===== src/hdl/uv_disparity_histogram_unit_macros.svh =====
// Assertion macros shared by the u/v-disparity histogram unit.
`ifndef UV_DISPARITY_HISTOGRAM_UNIT_MACROS_SVH
`define UV_DISPARITY_HISTOGRAM_UNIT_MACROS_SVH

// The consequent must hold in the same cycle as the antecedent.
`define UVDH_ASSERT_SAME(label, ante, cons) \
    label: assert property (@(posedge clk) disable iff (!rst_n) (ante) |-> (cons)) \
        else $error("uvdh assertion failed");

// The consequent must hold in the cycle after the antecedent.
`define UVDH_ASSERT_NEXT(label, ante, cons) \
    label: assert property (@(posedge clk) disable iff (!rst_n) (ante) |=> (cons)) \
        else $error("uvdh assertion failed");

`endif


===== src/hdl/uvdh_pkg.sv =====
// Package with the widths, codes and types of the u/v-disparity histogram unit.
package uvdh_pkg;

    localparam int DISP_BINS_DEF = 128;
    localparam int MAX_ROWS_DEF  = 512;
    localparam int MAX_COLS_DEF  = 1024;

    localparam int CMD_W      = 2;
    localparam int ROW_W      = 9;
    localparam int COL_W      = 10;
    localparam int DISP_W     = 8;
    localparam int CNT_W      = 8;
    localparam int CFG_IDX_W  = 3;
    localparam int CFG_DATA_W = 11;
    localparam int FW_W       = 11;
    localparam int FH_W       = 10;
    localparam int TLC_W      = 10;

    // Divider operand widths for the left edge of the counting region.
    localparam int PROD_W = TLC_W + ROW_W;
    localparam int SPAN_W = FH_W;
    localparam int Q_W    = TLC_W;

    localparam logic [CNT_W-1:0] SAT_MAX = 8'd255;

    typedef enum logic [CMD_W-1:0] {
        CMD_ACC = 2'd0,
        CMD_RDV = 2'd1,
        CMD_RDU = 2'd2,
        CMD_CLR = 2'd3
    } uvdh_cmd_t;

    typedef enum logic [CFG_IDX_W-1:0] {
        CFG_FRAME_WIDTH   = 3'd0,
        CFG_FRAME_HEIGHT  = 3'd1,
        CFG_TOP_ROW       = 3'd2,
        CFG_TOP_LEFT_COL  = 3'd3,
        CFG_DISP_FLOOR    = 3'd4,
        CFG_COUNT_FLOOR   = 3'd5,
        CFG_ENABLE_U      = 3'd6,
        CFG_ENABLE_V      = 3'd7
    } uvdh_cfg_idx_t;

    typedef enum logic [2:0] {
        ST_CLEAR,
        ST_IDLE,
        ST_EDGE,
        ST_DIV,
        ST_BUMP,
        ST_READ,
        ST_SEND
    } uvdh_state_t;

endpackage


===== src/hdl/uvdh_div.sv =====
// Radix-2 restoring divider that finds the left-edge offset, one quotient bit a cycle.
module uvdh_div
    import uvdh_pkg::*;
(
    input  logic              clk,
    input  logic              rst_n,
    input  logic              start,
    input  logic [PROD_W-1:0] dividend,
    input  logic [SPAN_W-1:0] divisor,
    output logic              done,
    output logic [Q_W-1:0]    quotient
);

    localparam int STEP_W = $clog2(Q_W);

    logic              busy_reg, busy_next;
    logic              done_reg, done_next;
    logic [STEP_W-1:0] step_reg, step_next;
    logic [SPAN_W-1:0] rem_reg, rem_next;
    logic [Q_W-1:0]    low_reg, low_next;
    logic [Q_W-1:0]    quot_reg, quot_next;
    logic [SPAN_W-1:0] divisor_reg, divisor_next;

    logic [SPAN_W:0]   trial;
    logic [SPAN_W:0]   diff;
    logic              fits;

    // The quotient is known to be below 2**Q_W, so the upper dividend bits
    // already form a partial remainder smaller than the divisor.
    always_comb
    begin
        trial = {rem_reg, low_reg[Q_W-1]};
        diff  = trial - {1'b0, divisor_reg};
        fits  = (trial >= {1'b0, divisor_reg});

        busy_next    = busy_reg;
        done_next    = 1'b0;
        step_next    = step_reg;
        rem_next     = rem_reg;
        low_next     = low_reg;
        quot_next    = quot_reg;
        divisor_next = divisor_reg;

        if (start)
        begin
            busy_next    = 1'b1;
            step_next    = '0;
            rem_next     = SPAN_W'(dividend[PROD_W-1:Q_W]);
            low_next     = dividend[Q_W-1:0];
            quot_next    = '0;
            divisor_next = divisor;
        end
        else if (busy_reg)
        begin
            rem_next  = fits ? diff[SPAN_W-1:0] : trial[SPAN_W-1:0];
            low_next  = {low_reg[Q_W-2:0], 1'b0};
            quot_next = {quot_reg[Q_W-2:0], fits};
            step_next = step_reg + 1'b1;
            if (step_reg == STEP_W'(Q_W - 1))
            begin
                busy_next = 1'b0;
                done_next = 1'b1;
            end
        end
    end

    always_ff @(posedge clk or negedge rst_n)
    begin
        if (!rst_n)
        begin
            busy_reg <= 1'b0;
            done_reg <= 1'b0;
            step_reg <= '0;
        end
        else
        begin
            busy_reg <= busy_next;
            done_reg <= done_next;
            step_reg <= step_next;
        end
    end

    always_ff @(posedge clk)
    begin
        rem_reg     <= rem_next;
        low_reg     <= low_next;
        quot_reg    <= quot_next;
        divisor_reg <= divisor_next;
    end

    assign done     = done_reg;
    assign quotient = quot_reg;

endmodule


===== config.mk =====
export PLATFORM = sky130hd
export DESIGN_NAME = uvdh_div
export DESIGN_NICKNAME = d
export VERILOG_FILES = /design/src/hdl/uv_disparity_histogram_unit_macros.svh /design/src/hdl/uvdh_pkg.sv /design/src/hdl/uvdh_div.sv
export SDC_FILE = /design/constraint.sdc
export NUM_CORES = 1
export LEC_CHECK = 0
export BUFFER_PORTS_ARGS = -buffer_cell sky130_fd_sc_hd__buf_2
export CAP_MARGIN = 10
export CORE_MARGIN = 5
export CORE_UTILIZATION = 35
export CTS_BUF_LIST = sky130_fd_sc_hd__clkbuf_8 sky130_fd_sc_hd__clkbuf_16
export DETAILED_ROUTE_END_ITERATION = 10
export SYNTH_ARGS = -nofsm -noshare
export SYNTH_HDL_FRONTEND = slang
export SYNTH_SLANG_ARGS = --single-unit
export TNS_END_PERCENT = 1

===== constraint.sdc =====
create_clock -name clk -period 2.3 [get_ports clk]
set_input_delay 0.46 -clock clk [delete_from_list [all_inputs] [get_ports clk]]
set_output_delay 0.46 -clock clk [all_outputs]
set_load 0.02 [all_outputs]

Yosys cells after proc, flatten, opt, wreduce, memory -nomap -nowiden

Index checks and enable logic that the tools add are counted.

Output and inout port bits: 11
Bits in registers: 46

Order comparisons: 1
Multiplexer cells: 13
Equal/unequal tests: 1
Reduce and logical (&&, ||, !) cells: 1
$add $sub $neg: 2

Operators by type and width:

| cell                  | count |
|---|---|
| $mux W10              | 3 |
| $mux W9               | 2 |
| $ge A11 B10 Y1        | 1 |
| $sub A10 B10 Y10      | 1 |
| $mux W4               | 2 |
| $mux W1               | 6 |
| $add A4 B1 Y4 const B | 1 |
| $eq A4 B4 Y1 const B  | 1 |
| $reduce_bool A2 Y1    | 1 |

Logic depth before layout (Yosys ltp)

Gate-level depths: netlist of run 1.

Depth after elaboration: 4
Mapped depth: 10
Mapped depth without buffers: 9

Least setup slack after synthesis of run 1

OpenSTA, ideal clock, no wires.

Path kind: flip-flop to flip-flop
Start: register rem_reg[1]
End: register rem_reg[7] (data pin)
Cell stages (with the launch flop): 9
Setup slack: 0.227 ns
Path buffers: 2
Period minus slack after synthesis: 2.073 ns
Data arrival time: 1.812 ns
Cell sequence: edfxtp_1 -> ha_1 -> o211ai_1 -> a21oi_2 -> o21ai_2 -> a41o_1 -> buf_6 -> buf_8 -> a221o_1

Cells in the longest elaborated chain, start to end: 4
Elaborated cells between the ends (all ways): 5
Those cells by class: add/sub (1); order compare (1); mux (3)

Ends and longest elaborated chain:

| what                                               | RTL line                       | RTL |
|---|---|---|
| start, declared                                    | uvdh_div.sv:19                 | `logic [SPAN_W-1:0] rem_reg, rem_next;` |
| start signal, assigned                             | uvdh_div.sv:85                 | `rem_reg <= rem_next;` |
| $sub A10 B10 Y10 or $ge A11 B10 Y1 (tied branches) | uvdh_div.sv:33, uvdh_div.sv:34 |  |
| $mux W10 *                                         | uvdh_div.sv:55                 | `rem_next = fits ? diff[SPAN_W-1:0] : trial[SPAN_W-1:0];` |
| $mux W9 *                                          | uvdh_div.sv:53                 | `else if (busy_reg)` |
| $mux W9 *                                          | uvdh_div.sv:44                 | `if (start)` |
| via rem_next[7]                                    | uvdh_div.sv:19                 |  |

Mark *: on every way through the listed nets, which the timed path passes. The rest lies on a longest branch. The select of a mux whose other input is x is not followed.
A chain may end at the register's enable or synchronous reset.

Final worst setup path of run 1

Start: register low_reg[9]
End: register rem_reg[8] (data pin)

Cells in the longest elaborated chain, start to end: 4
Elaborated cells between the ends (all ways): 5
Those cells by class: add/sub (1); order compare (1); mux (3)

Ends and longest elaborated chain:

| what                                               | RTL line                       | RTL |
|---|---|---|
| start, declared                                    | uvdh_div.sv:20                 | `logic [Q_W-1:0] low_reg, low_next;` |
| start signal, assigned                             | uvdh_div.sv:86                 | `low_reg <= low_next;` |
| $sub A10 B10 Y10 or $ge A11 B10 Y1 (tied branches) | uvdh_div.sv:33, uvdh_div.sv:34 |  |
| $mux W10 *                                         | uvdh_div.sv:55                 |  |
| $mux W9 *                                          | uvdh_div.sv:53                 |  |
| $mux W9 *                                          | uvdh_div.sv:44                 |  |
| via rem_next[8]                                    | uvdh_div.sv:19                 |  |

Marked as above.

==> metrics.txt, run 1 <==
Synth top area share=37.34%; average wire per standard cell=13.95 um; Worst Path Required=2.35 ns; Die X=91.63 um; Num CTS Buffers=5; Reg area=1241 sq um; DRC errors left=0; grt ovf=0; first-pass GRT wire length=7652 um; skew final=0.004075 ns; Synth Instances=199; clock tree buffer depth=2; Setup CP Type=flip-flop to flip-flop; TritonCTS clock tree=yes; ANT cells=0; H-tree depth=2; I/O pin count=43; Core ar.=6422 sq um; Filler cells=625; Total Routing Usage GR=11.19%; multi-input combinational cell area=1021 sq um; initial antenna violation count=0; clock period minus final worst setup slack=2.220 ns; Detailed Route WL=4591 um; Fin. Hold Viols=0; MaxCap Viol Count=0; post-synthesis cell type count=43; std cell rows=29; Worst-Skew Late Latency=0.29 ns; initial core utilization=36.31%; worst setup margin=0.07956 ns; Die H=91.63 um; period utilization=96.54%; Die Area=8396 sq um; DRT iter0 DRCs=50; Ys Warns=0; Fin Hold WS=0.3363 ns; Avg Vias per Cell=4.933; status=finished, final reports clean; pin count of the biggest net entering global routing=32; # port buffers=42; Final nets=296; vias in the first global route=1670; Post-synth EDFFs=29; Syn Nets=244; layout cells sized above 1=31.75%; average cell area after synthesis=11.72 sq um; post-CTS setup repair buffer count=0; critical path startpoint category=flip-flop; DP HPWL=3367 um; Seq/Total Area, Yosys=53.22%; Arrival @ worst endpoint=2.27 ns; Total Neg Setup Slack=0 ns; clk root buf=clkbuf_8; mapped cell area=2332 sq um; routability cong.=0.7847; max_slew headroom=72.65%; placed cell count=320; count leader, synth=edfxtp_1; drt first pass iters=4; Synth top cells by count=edfxtp_1 (29), nor2_1 (20), inv_1 (14), ha_1 (12); clock sinks=46; crit end category=flip-flop; via count=1623; Main synth FF type=edfxtp_1; largest cells by area after synthesis=edfxtp_1 (37%), dfxtp_1 (9.4%), dfrtp_1 (6.4%), ha_1 (6.4%), mux2_2 (5.3%); Post-DRT Antenna Nets=0; Clock Pin Slew Worst Setup and Hold Paths=0.09 ns; Finished Layout Cells=329; worst vdd ir=0.4332 mV; Final Max Tran Viols=0; Synth area leader=edfxtp_1; synthesis-to-layout area growth=20.92%; dpl ws=-0.009990 ns; Pwr Total=2871 uW; Slew @ Worst Pin=0.4102 ns; PwrDens=1018 nW/um^2; highest clock rate=450.4 MHz; P_leak=0.001274 uW; final setup fails=0; Async SR Flop Fraction=13.04%; number of synthesized register bits=46; largest fanout on the critical path=2; worst hold-check path type=primary input to flip-flop
## final timing paths
check | start | to | slack [ns] | cells after the start
worst max-delay path | low_reg[9]$_DFFE_PP_ | rem_reg[8]$_DFFE_PP_ | 0.08 | 9
worst min-delay path | divisor[7] | divisor_reg[7]$_DFFE_PP_ | 0.34 | 1
worst max register to register | low_reg[9]$_DFFE_PP_ | rem_reg[8]$_DFFE_PP_ | 0.08 | 9
worst min register to register | quotient[9]$_SDFFE_PP0P_ | quotient[9]$_SDFFE_PP0P_ | 0.51 | 2
max in group asynchronous | rst_n | step_reg[1]$_DFFE_PN0P_ | 1.64 | 2
min in group asynchronous | rst_n | busy_reg$_DFF_PN0_ | 0.51 | 2
## power by group
| part | internal [uW] | leakage [uW] | switching (uW) | total (uW) |
|---|---|---|---|---|
| logic | 600 | 0.000753 | 618 | 1220 |
| registers | 1050 | 0.000469 | 82.8 | 1140 |
| clock network | 243 | 0.0000515 | 273 | 516 |
| total | 1900 | 0.00127 | 975 | 2870 |
## logic make-up after synthesis
logic type	share of synthesized area [%]
DFF	53.22
AOI/OAI and AO/OA	9.872
xor gates and xnor gates	3.380
and+or+nand+nor	11.64
muxes	10.03
adders and majority gates	7.296
buffers and inverters	4.560
## final cells by class
class                           instances  area share, %
Clock buffer                            6          2.928
Clock inverter                          2         0.3993
Inverter                               14          1.863
Multi-Input combinational cell        130          36.20
Sequential cell                        46          44.01
Tap cell                               77          3.416
Timing Repair Buffer                   54          11.18
## critical path, cell delays in order (launching register included)
cell and delay (ns):
edfxtp_1 0.34, inv_1 0.05, ha_1 0.22, fa_2 0.36
nor2b_1 0.16, o31a_1 0.19, o221ai_1 0.16, xor2_1 0.16
nor3_1 0.06, a221o_1 0.27
## repair_timing
item,4_1_cts,5_1_grt
hold endpoints to repair,6,0
endpoints found under the setup margin,3,8
pin swaps,0,0
gates resized for setup,2,6
hold buffers,1,0
## per-stage QoR
step | instance area [sq um] | utilization, %
floorplan | 2332 | -
global placement | 2680 | 41.73
detailed placement | 2680 | 41.73
CTS | 2785 | 43.37
global route | 2820 | 43.91
finish | 2820 | 43.91
## cell usage in the layout, fill, tap and decap left out, types with 10 or more instances in the layout
master and count:
buf_2 42, edfxtp_1 29, nor2_1 20, inv_1 14, mux2i_1 11, mux2_2 11, dfxtp_1 11, nand2_1 10
ha_1 10, buf_4 10
## per-layer routing
| metal | share of wire (%) | GRT usage [%] | vias up |
|---|---|---|---|
| li1 | - | - | 817 |
| met4 | 0.50 | 3.015 | 0 |
| met1 | 46 | 14.37 | 774 |
| met5 | 0 | 0 | - |
| met2 | 50 | 18.75 | 30 |
| met3 | 4.2 | 2.864 | 2 |
Note: power is estimated with default switching activity, not from simulation.
==> run 2: changes to the inputs <==
Settings changed: RECOVER_POWER set to 50.
==> metrics.txt, run 2 (same netlist as run 1, synthesis figures left out) <==
status=finished, final reports clean; Reg2Reg Setup Slack=0.08 ns; H-tree depth=2; Avg Vias per Cell=4.939; via count=1625; routability cong.=0.7847; largest fanout on the critical path=2; Arrival @ worst endpoint=2.27 ns; P_leak=0.001255 uW; MaxCap Viol Count=0; sw power=973.6 uW; worst hold path startpoint=divisor[7]; R2R Path Start=low_reg[9]$_DFFE_PP_; Filler cells=632; clock share of power=18.0%; std cell rows=29; clk root buf=clkbuf_8; Die Area=8396 sq um; hold path cells=1; final setup fails=0; critical path startpoint category=flip-flop; worst vdd ir=0.4345 mV; met1 Use GR=14.37%; Final nets=296; Finished Layout Cells=329; grt ovf=0; Final Max Tran Viols=0; worst hold-check path type=primary input to flip-flop; drt first pass iters=4; Internal=1893 uW; Comb pwr share=42.3%; Setup CP Type=flip-flop to flip-flop; Worst Path Required=2.35 ns; met2 usage=18.75%; TritonCTS clock tree=yes; clock tree buffer depth=2; I/O pin count=43; period utilization=96.50%; most common cell after layout, fill and taps aside=buf_2; hold endpoint=divisor_reg[7]$_DFFE_PP_; max_slew headroom=27.40%; grt met3 use=2.864%; Seq pwr share=39.6%; highest clock rate=450.5 MHz; RR Endpoint=rem_reg[8]$_DFFE_PP_; skew final=0.003482 ns; clock sinks=46; Clock Pin Slew Worst Setup and Hold Paths=0.09 ns; layout cells sized above 1=28.97%; Num CTS Buffers=5; pin count of the biggest net entering global routing=32; Die H=91.63 um; # port buffers=42; busiest grt layer=met2; worst reg2reg path depth=9; initial antenna violation count=0; Core ar.=6422 sq um; Worst-Skew Late Latency=0.29 ns; Switching Share=33.96%; Fin. Hold Viols=0; Total Neg Setup Slack=0 ns; initial core utilization=36.31%; Total Routing Usage GR=11.19%; Slew @ Worst Pin=1.087 ns; Die X=91.63 um; vias in the first global route=1670; first-pass GRT wire length=7652 um; Detailed Route WL=4597 um; DP HPWL=3367 um; DRC errors left=0; clock period minus final worst setup slack=2.220 ns; most frequent cells in the layout=buf_2 (38), edfxtp_1 (29), nor2_1 (20); Post-DRT Antenna Nets=0; crit end category=flip-flop; PwrDens=1024 nW/um^2; synthesis-to-layout area growth=20.06%; placed cell count=320; DRT iter0 DRCs=54; ANT cells=0; average wire per standard cell=13.97 um
run 2: worst max path at each step:
stage                              start              endpoint
finish              low_reg[9]$_DFFE_PP_  rem_reg[8]$_DFFE_PP_
global route        rem_reg[1]$_DFFE_PP_  rem_reg[1]$_DFFE_PP_
CTS                 rem_reg[3]$_DFFE_PP_  rem_reg[2]$_DFFE_PP_
detailed placement  rem_reg[5]$_DFFE_PP_  rem_reg[1]$_DFFE_PP_
global placement    rem_reg[5]$_DFFE_PP_  rem_reg[1]$_DFFE_PP_
floorplan           rem_reg[1]$_DFFE_PP_  rem_reg[7]$_DFFE_PP_
run 2: layout make-up:
type	instances	area [sq um]	area share [%]
clock buffer	6	82.58	2.949
tap	77	96.34	3.441
timing repair buffer	54	295.3	10.55
sequential	46	1241	44.33
clock inverter	2	11.26	0.4021
multi-input combinational	130	1021	36.46
inverter	14	52.55	1.877
run 2: repair_timing:
item,in CTS,in global routing
pin swaps,0,0
endpoints found under the hold margin,6,0
hold buffers,1,0
gates resized for setup,2,6
setup buffers,0,0
endpoints found under the setup margin,3,8
run 2: critical path, stage by stage, from the launching register on:
cell and delay (ns):
edfxtp_1 0.34, inv_1 0.05, ha_1 0.22, fa_2 0.36, nor2b_1 0.16, o31a_1 0.19, o221ai_1 0.16, xor2_1 0.16
nor3_1 0.06, a221o_1 0.27
run 2: metrics by stage:
step | instance area [sq um] | total power [uW] | utilization [%] | hold WS (ns) | worst slack (ns)
final | 2800 | 2867 | 43.60 | 0.3363 | 0.08043
after global routing | 2800 | 3065 | 43.60 | 0.3219 | -0.01481
after CTS | 2785 | 2835 | 43.37 | 0.3233 | 0.02260
after detailed placement | 2680 | 2294 | 41.73 | 0.3003 | -0.009990
after global placement | 2680 | 2272 | 41.73 | 0.2979 | 0.07971
after floorplan | 2332 | 2015 | - | 0.1644 | 0.2275
run 2: metal layers:
| metal | wire [um] | share of wire (%) |
|---|---|---|
| met5 | 0 | 0 |
| met4 | 23 | 0.50 |
| met3 | 200 | 4.4 |
| met2 | 2281 | 50 |
| met1 | 2091 | 45 |
run 2: power groups by stage:
| stage | clock network, uW | registers (uW) | logic (uW) |
|---|---|---|---|
| 2_1_floorplan | 0 | 1150 | 863 |
| 3_3_place_gp | 0 | 1150 | 1130 |
| 3_5_place_dp | 0 | 1150 | 1140 |
| 4_1_cts | 543 | 1140 | 1160 |
| 5_1_grt | 568 | 1160 | 1340 |
| 6_report | 517 | 1140 | 1210 |
==> run 3: changes to the inputs <==
Settings changed: PLACE_DENSITY set to 0.66.
==> metrics.txt, run 3 (same netlist as run 1, synthesis figures left out) <==
period utilization=94.97%; status=finished, final reports clean; clock sinks=46; Die X=91.63 um; average wire per standard cell=13.43 um; Setup CP Type=flip-flop to flip-flop; Worst path max stage delay=0.41 ns; worst vdd ir=0.4111 mV; Die H=91.63 um; worst setup margin=0.1157 ns; CP Cell Sequence=ha_2, nand2_2, nor3_1, nand2_1, a41o_4, buf_4, a22oi_1, o31ai_1; final setup fails=0; Final Max Tran Viols=0; PwrDens=1012 nW/um^2; drt first pass iters=4; Fin. Hold Viols=0; DRT iter0 DRCs=109; Slew @ Worst Pin=0.9958 ns; Post-DRT Antenna Nets=0; dpl ws=-0.07951 ns; # port buffers=42; Core ar.=6422 sq um; highest clock rate=457.8 MHz; Clock Pin Slew Worst Setup and Hold Paths=0.08 ns; Avg Vias per Cell=4.881; routability cong.=0.7792; clock tree buffer depth=2; std cell rows=29; pin count of the biggest net entering global routing=27; MaxCap Viol Count=0; clk root buf=clkbuf_8; unrepaired setup endpoints after global routing=no; initial core utilization=36.31%; Worst-Skew Late Latency=0.29 ns; post-route cell area=2820 sq um; most frequent cells in the layout=buf_2 (41), edfxtp_1 (29), nor2_1 (20); synthesis-to-layout area growth=20.92%; TritonCTS clock tree=yes; Die Area=8396 sq um; Arrival @ worst endpoint=2.22 ns; Placed Area=2653 sq um; crit end category=flip-flop; most common cell after layout, fill and taps aside=buf_2; post-CTS setup repair buffer count=0; layout cells sized above 1=30.80%; kind of cell adding the most delay to the critical path=compound AO/OA/AOI/OAI gates; CP Buf/Inv Count=1; first-pass GRT wire length=7410 um; DP HPWL=3142 um; worst hold-check path type=primary input to flip-flop; initial antenna violation count=0; skew final=0.003136 ns; via count=1596; H-tree depth=2; Num CTS Buffers=5; DRC errors left=0; Total Neg Setup Slack=0 ns; ANT cells=0; P_leak=0.001247 uW; Detailed Route WL=4392 um; largest fanout on the critical path=11; vias in the first global route=1649; Worst Path Required=2.33 ns; slowest CP cell=edfxtp_1; critical path startpoint category=flip-flop; max_slew headroom=33.61%; Final nets=294; grt ovf=0; Total Routing Usage GR=10.75%; I/O pin count=43; clock period minus final worst setup slack=2.184 ns
## run 3: worst paths after layout
| path | from | to | slack [ns] | cells after the start |
|---|---|---|---|---|
| hold reg to reg | quotient[9]$_SDFFE_PP0P_ | quotient[9]$_SDFFE_PP0P_ | 0.50 | 2 |
| setup / recovery | rem_reg[5]$_DFFE_PP_ | rem_reg[6]$_DFFE_PP_ | 0.12 | 8 |
| setup reg to reg | rem_reg[5]$_DFFE_PP_ | rem_reg[6]$_DFFE_PP_ | 0.12 | 8 |
| hold / removal | divisor[6] | divisor_reg[6]$_DFFE_PP_ | 0.34 | 1 |
| max in group asynchronous | rst_n | step_reg[3]$_DFFE_PN0P_ | 1.49 | 2 |
| min in group asynchronous | rst_n | step_reg[2]$_DFFE_PN0P_ | 0.56 | 2 |
## run 3: area by class of cell
type                       count  area, sq um
sequential                    46         1241
multi-input combinational    130         1055
clock buffer                   6        93.84
timing repair buffer          52        271.5
inverter                      14        52.55
tap                           77        96.34
fill                         602         3602
clock inverter                 2        10.01
## run 3: routing by layer
metal  track usage, %  part of all wire, %  vias up
li1                 -                    -      817
met1            13.10                   45      748
met2            18.75                   51       26
met3            2.291                  3.1        5
met4            3.769                  1.6        0
met5                0                    0        -
## run 3: through the flow
| step | std cells | util (%) | hold WS [ns] | total power, uW |
|---|---|---|---|---|
| after detailed placement | 318 | 41.30 | 0.2924 | 2194 |
| after global routing | 327 | 43.91 | 0.3188 | 3069 |
| after global placement | 318 | 41.30 | 0.2911 | 2180 |
| final | 327 | 43.91 | 0.3375 | 2853 |
| after CTS | 327 | 43.09 | 0.3263 | 2755 |
| after floorplan | 199 | - | 0.1644 | 2015 |
## run 3: what timing repair did
action	CTS	global route
hold buffers	1	0
resized for setup	1	10
pin swaps	0	3
setup endpoints to repair	7	7
endpoints found under the hold margin	6	0
## run 3: power by group
part	total (uW)	switching, uW	internal (uW)
Sequential	1150	94.6	1050
Combinational	1160	596	564
Clock	544	268	276
